**src/stepper_trapezoid_profile_generator_macros.svh**
```systemverilog
// ----------------------------------------------------------------------------
// Assertion macros for the trapezoid profile generator
// ----------------------------------------------------------------------------
`ifndef STEPPER_TRAPEZOID_PROFILE_GENERATOR_MACROS_SVH
`define STEPPER_TRAPEZOID_PROFILE_GENERATOR_MACROS_SVH

// condition must hold at every edge out of reset
`define STPG_ASSERT_ALWAYS(lbl, cond) \
    lbl: assert property (@(posedge i_clk) disable iff (!i_rst_n) (cond)) \
        else $error("stpg assertion failed");

// antecedent at one edge implies consequent at the next
`define STPG_ASSERT_NEXT(lbl, ante, cons) \
    lbl: assert property (@(posedge i_clk) disable iff (!i_rst_n) (ante) |=> (cons)) \
        else $error("stpg assertion failed");

`endif

```
**src/stpg_pkg.sv**
```systemverilog
// ----------------------------------------------------------------------------
// stpg_pkg
// Shared widths, codes and defaults of the trapezoid profile generator.
// ----------------------------------------------------------------------------
package stpg_pkg;

    localparam int STEPS_W        = 24;
    localparam int SPD_W          = 20;
    localparam int IPS_W          = 11;
    localparam int STAT_W         = 3;
    localparam int CFG_IDX_W      = 3;
    localparam int NUM_W          = 26;  // dividend width of the shared divider
    localparam int RAMP_DEPTH_DEF = 31;

    localparam logic [CFG_IDX_W-1:0] CFG_ACCEL = 3'd0;
    localparam logic [CFG_IDX_W-1:0] CFG_MIN   = 3'd1;
    localparam logic [CFG_IDX_W-1:0] CFG_MAX   = 3'd2;
    localparam logic [CFG_IDX_W-1:0] CFG_IPS   = 3'd3;

    typedef enum logic [STAT_W-1:0] {
        ST_OK          = 3'd0,
        ST_STEPS_LOW   = 3'd1,
        ST_ACCEL_LOW   = 3'd2,
        ST_MAX_LOW     = 3'd3,
        ST_MAX_LT_ACC  = 3'd4,
        ST_MIN_LOW     = 3'd5,
        ST_MIN_GT_MAX  = 3'd6
    } t_status;

    typedef struct packed {
        logic                 go;
        logic [NUM_W-1:0]     num;
        logic [IPS_W-1:0]     den;
    } t_div_req;

endpackage

```
**src/stpg_div.sv**
```systemverilog
// ----------------------------------------------------------------------------
// stpg_div
// Restoring divider, one quotient bit per cycle, shared by all divisions.
// ----------------------------------------------------------------------------
module stpg_div (
    input  logic                          i_clk,
    input  logic                          i_rst_n,
    input  stpg_pkg::t_div_req            i_req,
    output logic                          o_done,
    output logic [stpg_pkg::NUM_W-1:0]    o_quo
);
    import stpg_pkg::*;

    localparam int CNT_W = $clog2(NUM_W + 1);

    logic [IPS_W-1:0] r_rem, n_rem;
    logic [IPS_W-1:0] r_den;
    logic [NUM_W-1:0] r_q, n_q;
    logic [CNT_W-1:0] r_cnt;
    logic             r_busy;
    logic             r_done;
    logic [IPS_W:0]   w_sh;
    logic [IPS_W:0]   w_diff;

    always_comb begin
        w_sh   = {r_rem, r_q[NUM_W-1]};
        w_diff = w_sh - {1'b0, r_den};
        if (w_sh >= {1'b0, r_den}) begin
            n_rem = w_diff[IPS_W-1:0];
            n_q   = {r_q[NUM_W-2:0], 1'b1};
        end else begin
            n_rem = w_sh[IPS_W-1:0];
            n_q   = {r_q[NUM_W-2:0], 1'b0};
        end
    end

    always_ff @(posedge i_clk) begin
        if (!i_rst_n) begin
            r_busy <= 1'b0;
            r_done <= 1'b0;
            r_cnt  <= '0;
        end else begin
            r_done <= 1'b0;
            if (i_req.go && !r_busy) begin
                r_busy <= 1'b1;
                r_cnt  <= CNT_W'(NUM_W);
            end else if (r_busy) begin
                r_cnt <= r_cnt - 1'b1;
                if (r_cnt == CNT_W'(1)) begin
                    r_busy <= 1'b0;
                    r_done <= 1'b1;
                end
            end
        end
    end

    always_ff @(posedge i_clk) begin
        if (i_req.go && !r_busy) begin
            r_q   <= i_req.num;
            r_den <= i_req.den;
            r_rem <= '0;
        end else if (r_busy) begin
            r_q   <= n_q;
            r_rem <= n_rem;
        end
    end

    assign o_done = r_done;
    assign o_quo  = r_q;

endmodule

```
**src/stepper_trapezoid_profile_generator.sv**
```systemverilog
// ----------------------------------------------------------------------------
// stepper_trapezoid_profile_generator
// Trapezoid move planner: per-interval setup, ramp build, then run segment
// followed by the ramp words in reverse, or a single status word on a bad move.
//
//   channel  | handshake              | payload
//   ---------+------------------------+-----------------------------------
//   in       | i_in_valid/o_in_ready  | i_total_steps
//   out      | o_out_valid/i_out_ready| o_segment_steps, o_segment_speed_sps,
//            |                        | o_last_segment, o_status
//   cfg      | i_cfg_valid/o_cfg_ready| i_cfg_index, i_cfg_data
//
// Setup is four divisions, each ramp entry one more, all on one radix-2
// divider; once the ramp is built the words follow, one word per cycle
// while the sink is ready.
// Synchronous active-low reset; the ramp store needs no clearing.
// The input stays not ready until the last word of a move is loaded.
// ----------------------------------------------------------------------------
module stepper_trapezoid_profile_generator #(
    parameter int RAMP_DEPTH = stpg_pkg::RAMP_DEPTH_DEF
) (
    input  logic                              i_clk,
    input  logic                              i_rst_n,
    input  logic                              i_in_valid,
    output logic                              o_in_ready,
    input  logic [stpg_pkg::STEPS_W-1:0]      i_total_steps,
    output logic                              o_out_valid,
    input  logic                              i_out_ready,
    output logic [stpg_pkg::STEPS_W-1:0]      o_segment_steps,
    output logic [stpg_pkg::SPD_W-1:0]        o_segment_speed_sps,
    output logic                              o_last_segment,
    output logic [stpg_pkg::STAT_W-1:0]       o_status,
    input  logic                              i_cfg_valid,
    output logic                              o_cfg_ready,
    input  logic [stpg_pkg::CFG_IDX_W-1:0]    i_cfg_index,
    input  logic [stpg_pkg::SPD_W-1:0]        i_cfg_data
);
    import stpg_pkg::*;

    `include "stepper_trapezoid_profile_generator_macros.svh"

    localparam int CNT_W = $clog2(RAMP_DEPTH + 1);
    localparam int AW    = (RAMP_DEPTH > 1) ? $clog2(RAMP_DEPTH) : 1;

    typedef enum logic [9:0] {
        S_IDLE = 10'b0000000001,
        S_DACC = 10'b0000000010,
        S_DMAX = 10'b0000000100,
        S_DMIN = 10'b0000001000,
        S_DBUD = 10'b0000010000,
        S_RAMP = 10'b0000100000,
        S_DST  = 10'b0001000000,
        S_RUN  = 10'b0010000000,
        S_DEC  = 10'b0100000000,
        S_ERR  = 10'b1000000000
    } t_state;

    t_state r_state;

    logic [SPD_W-1:0]   r_accel, r_min, r_max;
    logic [IPS_W-1:0]   r_ips_reg;
    logic [IPS_W-1:0]   w_ips;

    logic [STEPS_W-1:0] r_total;
    logic [SPD_W-1:0]   r_acc, r_maxspp, r_minspp, r_speed, r_last_spd;
    logic [STEPS_W-1:0] r_budget, r_pos;
    logic [CNT_W-1:0]   r_cnt, r_idx;
    t_status            r_err;

    logic [STEPS_W-1:0] r_ramp_steps [RAMP_DEPTH];
    logic [SPD_W-1:0]   r_ramp_speed [RAMP_DEPTH];

    t_div_req           r_div;
    logic               w_div_done;
    logic [NUM_W-1:0]   w_quo;
    logic [SPD_W-1:0]   w_quo1;

    logic               r_out_valid;
    logic [STEPS_W-1:0] r_seg_steps;
    logic [SPD_W-1:0]   r_seg_spd;
    logic               r_seg_last;
    t_status            r_seg_stat;
    logic               w_slot;
    logic               w_load;
    logic               w_ramp_more;
    logic               w_div_go;

    t_status            w_stat;
    logic [SPD_W:0]     w_spd_sum;
    logic [SPD_W-1:0]   w_spd_next;
    logic [STEPS_W-1:0] w_st;
    logic [NUM_W-1:0]   w_reach;
    logic [30:0]        w_prod;
    logic [SPD_W:0]     w_run_sum;
    logic [SPD_W-1:0]   w_run_spd;
    logic [STEPS_W:0]   w_pos2;
    logic [AW-1:0]      w_rd_addr;

    stpg_div u_div (
        .i_clk   (i_clk),
        .i_rst_n (i_rst_n),
        .i_req   (r_div),
        .o_done  (w_div_done),
        .o_quo   (w_quo)
    );

    assign w_ips  = (r_ips_reg == '0) ? IPS_W'(1) : r_ips_reg;
    assign w_quo1 = (w_quo == '0) ? SPD_W'(1) : w_quo[SPD_W-1:0];
    assign w_slot = !r_out_valid || i_out_ready;
    assign w_load = w_slot && (r_state == S_RUN || r_state == S_DEC || r_state == S_ERR);

    assign w_ramp_more = (r_pos < r_budget) && (r_cnt < CNT_W'(RAMP_DEPTH))
                         && (w_spd_next < r_maxspp);

    // one request pulse per division
    assign w_div_go = (r_state == S_IDLE && i_in_valid && w_stat == ST_OK)
                      || ((r_state == S_DACC || r_state == S_DMAX || r_state == S_DMIN)
                          && w_div_done)
                      || (r_state == S_RAMP && w_ramp_more);

    always_comb begin
        if (i_total_steps == '0)     w_stat = ST_STEPS_LOW;
        else if (r_accel == '0)      w_stat = ST_ACCEL_LOW;
        else if (r_max == '0)        w_stat = ST_MAX_LOW;
        else if (r_max < r_accel)    w_stat = ST_MAX_LT_ACC;
        else if (r_min == '0)        w_stat = ST_MIN_LOW;
        else if (r_min > r_max)      w_stat = ST_MIN_GT_MAX;
        else                         w_stat = ST_OK;
    end

    always_comb begin
        w_spd_sum  = {1'b0, r_speed} + {1'b0, r_acc};
        if (r_cnt == '0)
            w_spd_next = r_minspp;
        else if (w_spd_sum > {1'b0, r_maxspp})
            w_spd_next = r_maxspp;
        else
            w_spd_next = w_spd_sum[SPD_W-1:0];
        w_st      = (w_quo == '0) ? STEPS_W'(1) : w_quo[STEPS_W-1:0];
        w_reach   = NUM_W'(r_pos) + NUM_W'(w_st) + NUM_W'(r_acc);
        w_prod    = 31'(r_speed) * 31'(w_ips);
        w_run_sum = {1'b0, r_last_spd} + {1'b0, r_accel};
        if (r_cnt == '0)
            w_run_spd = r_accel;
        else if (w_run_sum < {1'b0, r_max})
            w_run_spd = w_run_sum[SPD_W-1:0];
        else
            w_run_spd = r_max;
        w_pos2    = {r_pos, 1'b0};
        w_rd_addr = AW'(r_idx - 1'b1);
    end

    // configuration
    always_ff @(posedge i_clk) begin
        if (!i_rst_n) begin
            r_accel   <= SPD_W'(100);
            r_min     <= SPD_W'(100);
            r_max     <= SPD_W'(1000);
            r_ips_reg <= IPS_W'(10);
        end else if (i_cfg_valid) begin
            unique case (i_cfg_index)
                CFG_ACCEL: r_accel   <= i_cfg_data;
                CFG_MIN:   r_min     <= i_cfg_data;
                CFG_MAX:   r_max     <= i_cfg_data;
                CFG_IPS:   r_ips_reg <= i_cfg_data[IPS_W-1:0];
                default:   ;
            endcase
        end
    end

    // sequencer
    always_ff @(posedge i_clk) begin
        if (!i_rst_n) begin
            r_state     <= S_IDLE;
            r_div.go    <= 1'b0;
            r_out_valid <= 1'b0;
            r_cnt       <= '0;
            r_idx       <= '0;
        end else begin
            r_div.go <= w_div_go;
            if (w_load) r_out_valid <= 1'b1;
            else if (i_out_ready) r_out_valid <= 1'b0;
            unique case (r_state)
                S_IDLE: begin
                    if (i_in_valid) begin
                        r_total <= i_total_steps;
                        r_err   <= w_stat;
                        r_cnt   <= '0;
                        if (w_stat != ST_OK) begin
                            r_state <= S_ERR;
                        end else begin
                            r_div.num <= NUM_W'(r_accel);
                            r_div.den <= w_ips;
                            r_state   <= S_DACC;
                        end
                    end
                end
                S_DACC: if (w_div_done) begin
                    r_acc     <= w_quo1;
                    r_div.num <= NUM_W'(r_max);
                    r_state   <= S_DMAX;
                end
                S_DMAX: if (w_div_done) begin
                    r_maxspp  <= w_quo1;
                    r_div.num <= NUM_W'(r_min);
                    r_state   <= S_DMIN;
                end
                S_DMIN: if (w_div_done) begin
                    r_minspp  <= w_quo1;
                    r_div.num <= {1'b0, r_total, 1'b0};
                    r_div.den <= IPS_W'(5);
                    r_state   <= S_DBUD;
                end
                S_DBUD: if (w_div_done) begin
                    r_budget <= w_quo[STEPS_W-1:0];
                    r_pos    <= '0;
                    r_state  <= S_RAMP;
                end
                S_RAMP: begin
                    if (w_ramp_more) begin
                        r_speed   <= w_spd_next;
                        r_div.num <= NUM_W'(w_spd_next);
                        r_div.den <= w_ips;
                        r_state   <= S_DST;
                    end else begin
                        r_state <= S_RUN;
                    end
                end
                S_DST: if (w_div_done) begin
                    if (w_reach > NUM_W'(r_budget)) begin
                        r_state <= S_RUN;
                    end else begin
                        r_pos      <= r_pos + w_st;
                        r_last_spd <= w_prod[SPD_W-1:0];
                        r_cnt      <= r_cnt + 1'b1;
                        r_state    <= S_RAMP;
                    end
                end
                S_RUN: if (w_slot) begin
                    r_seg_steps <= r_total - w_pos2[STEPS_W-1:0];
                    r_seg_spd   <= w_run_spd;
                    r_seg_last  <= (r_cnt == '0);
                    r_seg_stat  <= ST_OK;
                    r_idx       <= r_cnt;
                    r_state     <= (r_cnt == '0) ? S_IDLE : S_DEC;
                end
                S_DEC: if (w_slot) begin
                    r_seg_steps <= r_ramp_steps[w_rd_addr];
                    r_seg_spd   <= r_ramp_speed[w_rd_addr];
                    r_seg_last  <= (r_idx == CNT_W'(1));
                    r_seg_stat  <= ST_OK;
                    r_idx       <= r_idx - 1'b1;
                    if (r_idx == CNT_W'(1)) r_state <= S_IDLE;
                end
                S_ERR: if (w_slot) begin
                    r_seg_steps <= '0;
                    r_seg_spd   <= '0;
                    r_seg_last  <= 1'b1;
                    r_seg_stat  <= r_err;
                    r_state     <= S_IDLE;
                end
                default: r_state <= S_IDLE;
            endcase
        end
    end

    // ramp store write
    always_ff @(posedge i_clk) begin
        if (r_state == S_DST && w_div_done && !(w_reach > NUM_W'(r_budget))) begin
            r_ramp_steps[AW'(r_cnt)] <= w_st;
            r_ramp_speed[AW'(r_cnt)] <= w_prod[SPD_W-1:0];
        end
    end

    assign o_in_ready          = (r_state == S_IDLE);
    assign o_cfg_ready         = 1'b1;
    assign o_out_valid         = r_out_valid;
    assign o_segment_steps     = r_seg_steps;
    assign o_segment_speed_sps = r_seg_spd;
    assign o_last_segment      = r_seg_last;
    assign o_status            = r_seg_stat;

    `STPG_ASSERT_ALWAYS(a_cnt_range, r_cnt <= CNT_W'(RAMP_DEPTH))
    `STPG_ASSERT_ALWAYS(a_err_is_last, !r_out_valid || r_seg_stat == ST_OK || r_seg_last)
    `STPG_ASSERT_NEXT(a_accept_busy, i_in_valid && o_in_ready, !o_in_ready)
    `STPG_ASSERT_ALWAYS(a_dec_idx, r_state != S_DEC || r_idx != '0)

endmodule
```
**config.mk**
```make
export PLATFORM = sky130hd
export DESIGN_NAME = stepper_trapezoid_profile_generator
export DESIGN_NICKNAME = d
export VERILOG_FILES = /design/src/stpg_pkg.sv /design/src/stpg_div.sv /design/src/stepper_trapezoid_profile_generator.sv
export VERILOG_INCLUDE_DIRS = /design/src /design/src/src
export SDC_FILE = /design/constraint.sdc
export NUM_CORES = 2
export LEC_CHECK = 0
export ABC_CLOCK_PERIOD_IN_PS = 20700
export BUFFER_PORTS_ARGS = -buffer_cell sky130_fd_sc_hd__buf_2
export CAP_MARGIN = 20
export CORE_AREA = 4 4 415 519
export DETAILED_ROUTE_END_ITERATION = 10
export DIE_AREA = 0 0 419 523
export GPL_ROUTABILITY_DRIVEN = 0
export MAX_ROUTING_LAYER = met4
export PLACE_DENSITY = 0.62
export SKIP_LAST_GASP = 1
export SLEW_MARGIN = 15
export SYNTH_ARGS = -nofsm -noshare
export SYNTH_HDL_FRONTEND = slang
export SYNTH_SLANG_ARGS = --single-unit
```
**constraint.sdc**
```tcl
create_clock -name i_clk -period 20.7 [get_ports i_clk]
set_clock_uncertainty 0.1 [all_clocks]
set_input_delay 0 -clock i_clk [delete_from_list [all_inputs] [get_ports i_clk]]
set_output_delay 0 -clock i_clk [all_outputs]
set_load 0.01 [all_outputs]
```
==> Word-level counts from Yosys, hierarchy flattened <==
Memories as Yosys holds them, arrays and structs flattened.
Index checks and enable logic that the tools add are counted.
{ "classes": {"n_reduce_logical": 61, "n_eq_ne": 29, "n_bitwise": 3, "magnitude_cmp": 9, "muxes": 76, "mul": 1, "add_sub_neg": 10} }
{ "op_table": {"columns": ["op", "n"], "rows": [
  ["$mux W24", 7],
  ["$mux W20", 8],
  ["$mux W37", 4],
  ["$pmux W26 S5", 1],
  ["$mux W10", 11],
  ["$mux W26", 4],
  ["$pmux W10 S10", 1],
  ["$pmux W24 S3", 1],
  ["$logic_not A20 Y1", 3],
  ["$pmux W20 S3", 1],
  ["$pmux W24 S2", 1],
  ["$add A20 B20 Y21", 2],
  ["$lt A20 B20 Y1", 2],
  ["$mux W5", 7],
  ["$pmux W11 S3", 1],
  ["$add A25 B20 Y26", 1],
  ["$gt A26 B24 Y1", 1],
  ["$logic_not A26 Y1", 1],
  ["$add A24 B24 Y25", 1],
  ["$add A24 B24 Y24", 1],
  ["$logic_not A24 Y1", 1],
  ["$lt A24 B24 Y1", 1],
  ["$mux W3", 8],
  ["$sub A24 B24 Y24", 1],
  ["other kinds (50)", 119]
]} }
{ "word_totals": {"inputBits": 52, "mem_bits_rw": 1364, "ff_bits": 408, "memories": 2, "out_inout_bits": 51} }
{ "memory_table": {"columns": ["memory", "depth", "width", "rd", "rd_ports_with_merged_regs", "wr", "line", "rtl"], "rows": [
  ["r_ramp_steps", 31, 24, 1, 0, 1, "stepper_trapezoid_profile_generator.sv:70", "logic [STEPS_W-1:0] r_ramp_steps [RAMP_DEPTH];"],
  ["r_ramp_speed", 31, 20, 1, 0, 1, "stepper_trapezoid_profile_generator.sv:71", "logic [SPD_W-1:0] r_ramp_speed [RAMP_DEPTH];"]
]} }

==> Depth between registers and ports, before layout <==
{ "logic_depth": {"depth_word": 11, "ltp_mapped": 31} }

==> By module <==
A second synthesis with hierarchy kept.
{ "hier_totals": {"cells_unflattened": 5275, "hier_area_um2": 82431.6} }
{ "modules_own_cells": {"columns": ["module", "cells_each", "n_inst", "area_per_inst_um2"], "rows": [
  ["stepper_trapezoid_profile_generator", 5032, 1, 79573.8],
  ["stpg_div", 243, 1, 2857.7]
]} }

==> Worst setup path before layout <==
Ideal clock, no wire load.
{ "synth_timing": {"path_type": "flip-flop to flip-flop", "from": "register u_div.r_q[1] (netlist: u_div.o_quo[1])", "to": "memory r_ramp_speed[12][0] (enable)", "arrival_time_ps": 7197, "stages_incl_launch_ff": 23, "slack_ps": 12957, "t_required_ps": 20154, "n_path_buf": 1, "setup_time_ps": 446, "cell_sequence": "edfxtp_1 > clkbuf_1 > fa_1 > ha_1 > fa_1 > a21o_1 > a21oi_1 > o21ai_0 > a41oi_1 > nor2b_1 > o41ai_1 > xnor2_1 > ha_1 > a21o_1 > a21o_1 > a21oi_1 > o21a_1 > nor2_1 > o31ai_1 > nand2_1 > nor2_2 > nand3_1 > nor2_1"} }
{ "synth_via": {"elab_chain_len": 9} }
{ "synth_lines": {"columns": ["element", "line", "rtl"], "rows": [
  ["start: declaration", "stpg_div.sv:18", "logic [NUM_W-1:0] r_q, n_q;"],
  ["start signal: assignment", "stpg_div.sv:59", "r_q <= i_req.num;"],
  ["start signal: assignment", "stpg_div.sv:63", "r_q <= n_q;"],
  ["$logic_not A26 Y1", "stepper_trapezoid_profile_generator.sv:139", "w_st = (w_quo == '0) ? STEPS_W'(1) : w_quo[STEPS_W-1:0];"],
  ["$mux W24 *", "stepper_trapezoid_profile_generator.sv:139", null],
  ["$add A24 B24 Y25 *", "stepper_trapezoid_profile_generator.sv:140", "w_reach = NUM_W'(r_pos) + NUM_W'(w_st) + NUM_W'(r_acc);"],
  ["$add A25 B20 Y26 *", "stepper_trapezoid_profile_generator.sv:140", null],
  ["$gt A26 B24 Y1 *", "stepper_trapezoid_profile_generator.sv:269", "if (r_state == S_DST && w_div_done && !(w_reach > NUM_W'(r_budget))) begin"],
  ["$logic_not A1 Y1 *", "stepper_trapezoid_profile_generator.sv:269", null],
  ["$logic_and A1 B1 Y1 *", "stepper_trapezoid_profile_generator.sv:269", null],
  ["$mux W1 *", "stepper_trapezoid_profile_generator.sv:269", null],
  ["$mux W1 (not written as such) *", "stepper_trapezoid_profile_generator.sv:271", "r_ramp_speed[AW'(r_cnt)] <= w_prod[SPD_W-1:0];"],
  ["end: declaration", "stepper_trapezoid_profile_generator.sv:71", null]
]} }
Mark *: on every way between the ends. The rest lies on a longest branch, timed or not.

==> Worst setup path after layout <==
{ "layout_timing": {"from": "register u_div.r_q[6] (netlist: u_div.o_quo[6])", "to": "memory r_ramp_speed[16][1] (enable)"} }
Same word-level chain as after synthesis.

==> metrics.md <==
| Metric | Value |
|---|---|
| Biggest registers after layout | `r_ramp_steps (744), r_ramp_speed (620), r_div (37)` |
| I/O Buffers | `slightly above 100` |
| Max stage delay on crit path | `0.80 ns` |
| Number of vias per cell | `about 5.6` |
| Core Util, Final | `about 44%` |
| CTS resizes | `0` |
| Iter 0 DRT Violations | `between 4,000 and 5,000` |
| Initial Util | `approximately two fifths` |
| Worst-path fanout max | `39` |
| Power Total | `approximately 8.7 mW` |
| Area post-placement | `roughly 86,000 um2` |
| Unique masters post-synth | `between 90 and 100` |
| Root Driver | `clkbuf_16` |
| Post-synth ARST share | `0%` |
| Synthesis Warnings | `0` |
| Leak | `around 32 nW` |
| Setup repair bufs after CTS | `0` |
| Critical path arrival | `around 9.6 ns` |
| Synth-to-Final Area Change | `13.7%` |
| CTS tree | `done` |
| CP most frequent cell | `a21o_1` |
| Die H | `~520 um` |
| Synth Area in Adders | `just over 8%` |
| Non-filler instance count after layout | `8,356` |
| Num rows | `roughly 190` |
| Post-route design area | `a little over 90,000 um2` |
| Crit path capture | `r_ramp_speed[16][1]` |
| Global-route wire length before repair | `roughly 330 mm` |
| Final period utilization | `around 45%` |
| Xor and xnor area share after synthesis | `about 1.4%` |
| # clock sinks | `approximately 1,800` |
| Routed WL per cell | `27.1 um` |
| Reg2reg start | `u_div.o_quo[6]` |
| H-tree lvl count | `4` |
| Reg-to-reg endpoint | `r_ramp_speed[16][1]` |
| Mapped Nets | `between 5,000 and 6,000` |
| Multiplexer share of the synthesized area | `between 10% and 20%` |
| CP startpoint kind | `register` |
| Core area | `approximately 210,000 um2` |
| Top FF cell, synth | `edfxtp_1` |
| Hpwl dp | `roughly 150 mm` |
| Fin Setup TNS | `0 ns` |
| Max_slew headroom | `24.7%` |
| Max reg flops | `about 740` |
| Initial antenna violation count | `18` |
| Aggregate global routing overflow | `0` |
| Layout fillers | `about 18,000` |
| Required time of the critical path | `about 21 ns` |
| Post-route antenna net violation count | `0` |
| FF+latch count, synth | `1,771` |
| Die Wd | `419 um` |
| Syn Inst Count | `about 5,200` |
| Commonest cells after routing, fill and taps aside | `edfxtp_1, nand2_1, mux4_2, ha_1, inv_1` |
| Sequential area share after synthesis | `a little under two thirds` |
| Nets | `around 5,900` |
| Vias in the first global route | `roughly 48,000` |
| Post-synthesis compound-gate area fraction | `between 5 and 6%` |
| Commonest non-fill, non-tap cell in the layout | `edfxtp_1` |
| CTS Hold Bufs | `100` |
| Final min period | `roughly 9.2 ns` |
| Post-Syn Area | `81,700 um2` |
| Largest net degree at the start of global routing | `around 110` |
| Syn avg cell area | `around 16 um2` |
| Max Cap Viol | `0` |
| Placed Cells | `~7,900` |
| Max Transition Viols Final | `0` |
| Maximum VDD drop | `0.0000698 V` |
| Biggest register | `r_ramp_steps` |
| Dominant cells by area after synthesis | `edfxtp_1, mux4_2, ha_1` |
| Multi-input logic area | `28,100 um2` |
| Max Clock Freq | `108 MHz` |
| Share of layout cells above drive strength 1 | `~17%` |
| Most area-hungry cell type in the Yosys netlist | `edfxtp_1` |
| Status | `complete, no violations` |
| CP startpoint | `u_div.o_quo[6]` |
| Largest family of logic cells by synthesized area | `multiplexers` |
| Clock Tree Buf Depth | `3` |
| DR pass1 iterations | `5` |
| DRC violation count after routing | `0` |
| Simple-gate share of the synthesized area | `around 5.7%` |
| Worst-skew pair later-pin latency | `0.83 ns` |
| Worst setup path class | `register to register` |
| Register Area | `approximately 52,000 um2` |
| Worst hold path type | `input pin to register` |
| Post-synth EDFFs | `1,660` |
| GRT Overall Usage | `21.2%` |
| Power per cell area | `~94 nW/um2` |
| Crit end category | `register` |
| Routed via count | `approximately 47,000` |
| TritonCTS Buffers | `177` |
| I/O pin count | `around 100` |
| FF-to-FF path depth | `29` |
| Final wirelength | `about 230 mm` |
| Yosys top cell area share | `about three fifths` |
| R2r setup slk | `between 10 and 15 ns` |
| CP max stage cell | `nor2_4` |
| RSZ-0062 raised after global routing | `no` |
| Die ar. | `roughly 220,000 um2` |
| Final Setup Violations | `0` |
| Slew @ Worst Pin | `between 1 and 1.5 ns` |
| Worst-path clk slew | `approximately 0.06 ns` |
| Final Hold Viols | `0` |
==> area by class of cell <==
cell class	instances	area share, %
flip-flops and latches	1771	56.1
diodes	11	0.0296
clock inverters	93	0.921
well taps	2755	3.71
clock buffers	228	5.13
inverters	304	1.23
repair buffers	316	2.66
multi-input cells	2878	30.3
==> stage by stage <==
step | hold WS [ns] | setup slack [ns]
global placement | 0.0959 | 11.14
floorplan | -0.00113 | 12.96
finish | 0.110 | 11.48
detailed placement | 0.0985 | 11.18
CTS | 0.0293 | 11.11
global route | 0.104 | 10.96
==> worst min-delay path by stage <==
stage                           start     endpoint  slack [ns]  cells after the start
global route         i_total_steps[6]     r_err[0]        0.10                      5
floorplan            i_total_steps[0]   r_total[0]      -0.001                      0
CTS                 i_total_steps[10]     r_err[0]        0.03                      5
finish               i_total_steps[6]     r_err[0]        0.11                      5
detailed placement  i_total_steps[15]  r_total[15]         0.1                      1
global placement    i_total_steps[16]  r_total[16]         0.1                      1
==> worst max-delay path, delay by kind of cell, from the launching register on <==
kind | cells | cell delay (ns)
compound gates | 10 | 2.60
xor+xnor | 1 | 0.18
fa+ha+maj | 4 | 1.16
buf+inv | 4 | 1.24
flops | 1 | 0.32
simple gates | 10 | 3.15
==> cell families (layout without fill, tap and decap cells) <==
| kind of cell | count (synthesis) | count (layout) |
|---|---|---|
| buffers and inverters | 540 | 941 |
| AO/OA/AOI/OAI | 739 | 739 |
| adder cells (fa/ha/maj) | 448 | 448 |
| XOR/XNOR | 135 | 135 |
| flip-flops | 1771 | 1771 |
| multiplexers | 531 | 531 |
| other | 1 | 12 |
| AND/OR/NAND/NOR | 1024 | 1024 |
==> cell usage after synthesis (23+ instances only) <==
cell type and count:
nor4_1 32, o22ai_1 23, dfxtp_1 111, nand4_1 27, edfxtp_1 1660, mux2_2 24
xnor2_1 83, a21oi_1 282, mux4_2 395, xor2_1 52, nor2_1 233, o21a_1 27
nand2b_1 32, o211ai_1 23, nand3_1 54, a21o_1 89, buf_1 30, nor3_1 43
o21ai_0 117, mux2i_1 112, ha_1 309, fa_1 139, nand2_1 439, nor2b_1 35
clkbuf_1 190, and2_1 52, inv_1 302, and3_1 24
==> power breakdown <==
group / internal, mW / switching, mW
combinational: 0.377 / 0.895
clock: 1.76 / 1.36
sequential: 4.29 / 0.0496
==> routing by layer <==
metal | GRT usage, % | wire [um] | vias up | part of all wire (%)
met4 | 9.35 | 11100 | 0 | 4.9
met5 | - | 0 | - | 0
met2 | 34.6 | 111000 | 1748 | 49
met1 | 26.4 | 89400 | 24500 | 39
met3 | 3.19 | 14600 | 440 | 6.4
li1 | - | - | 20500 | -
(Power assumes the default switching activity.)
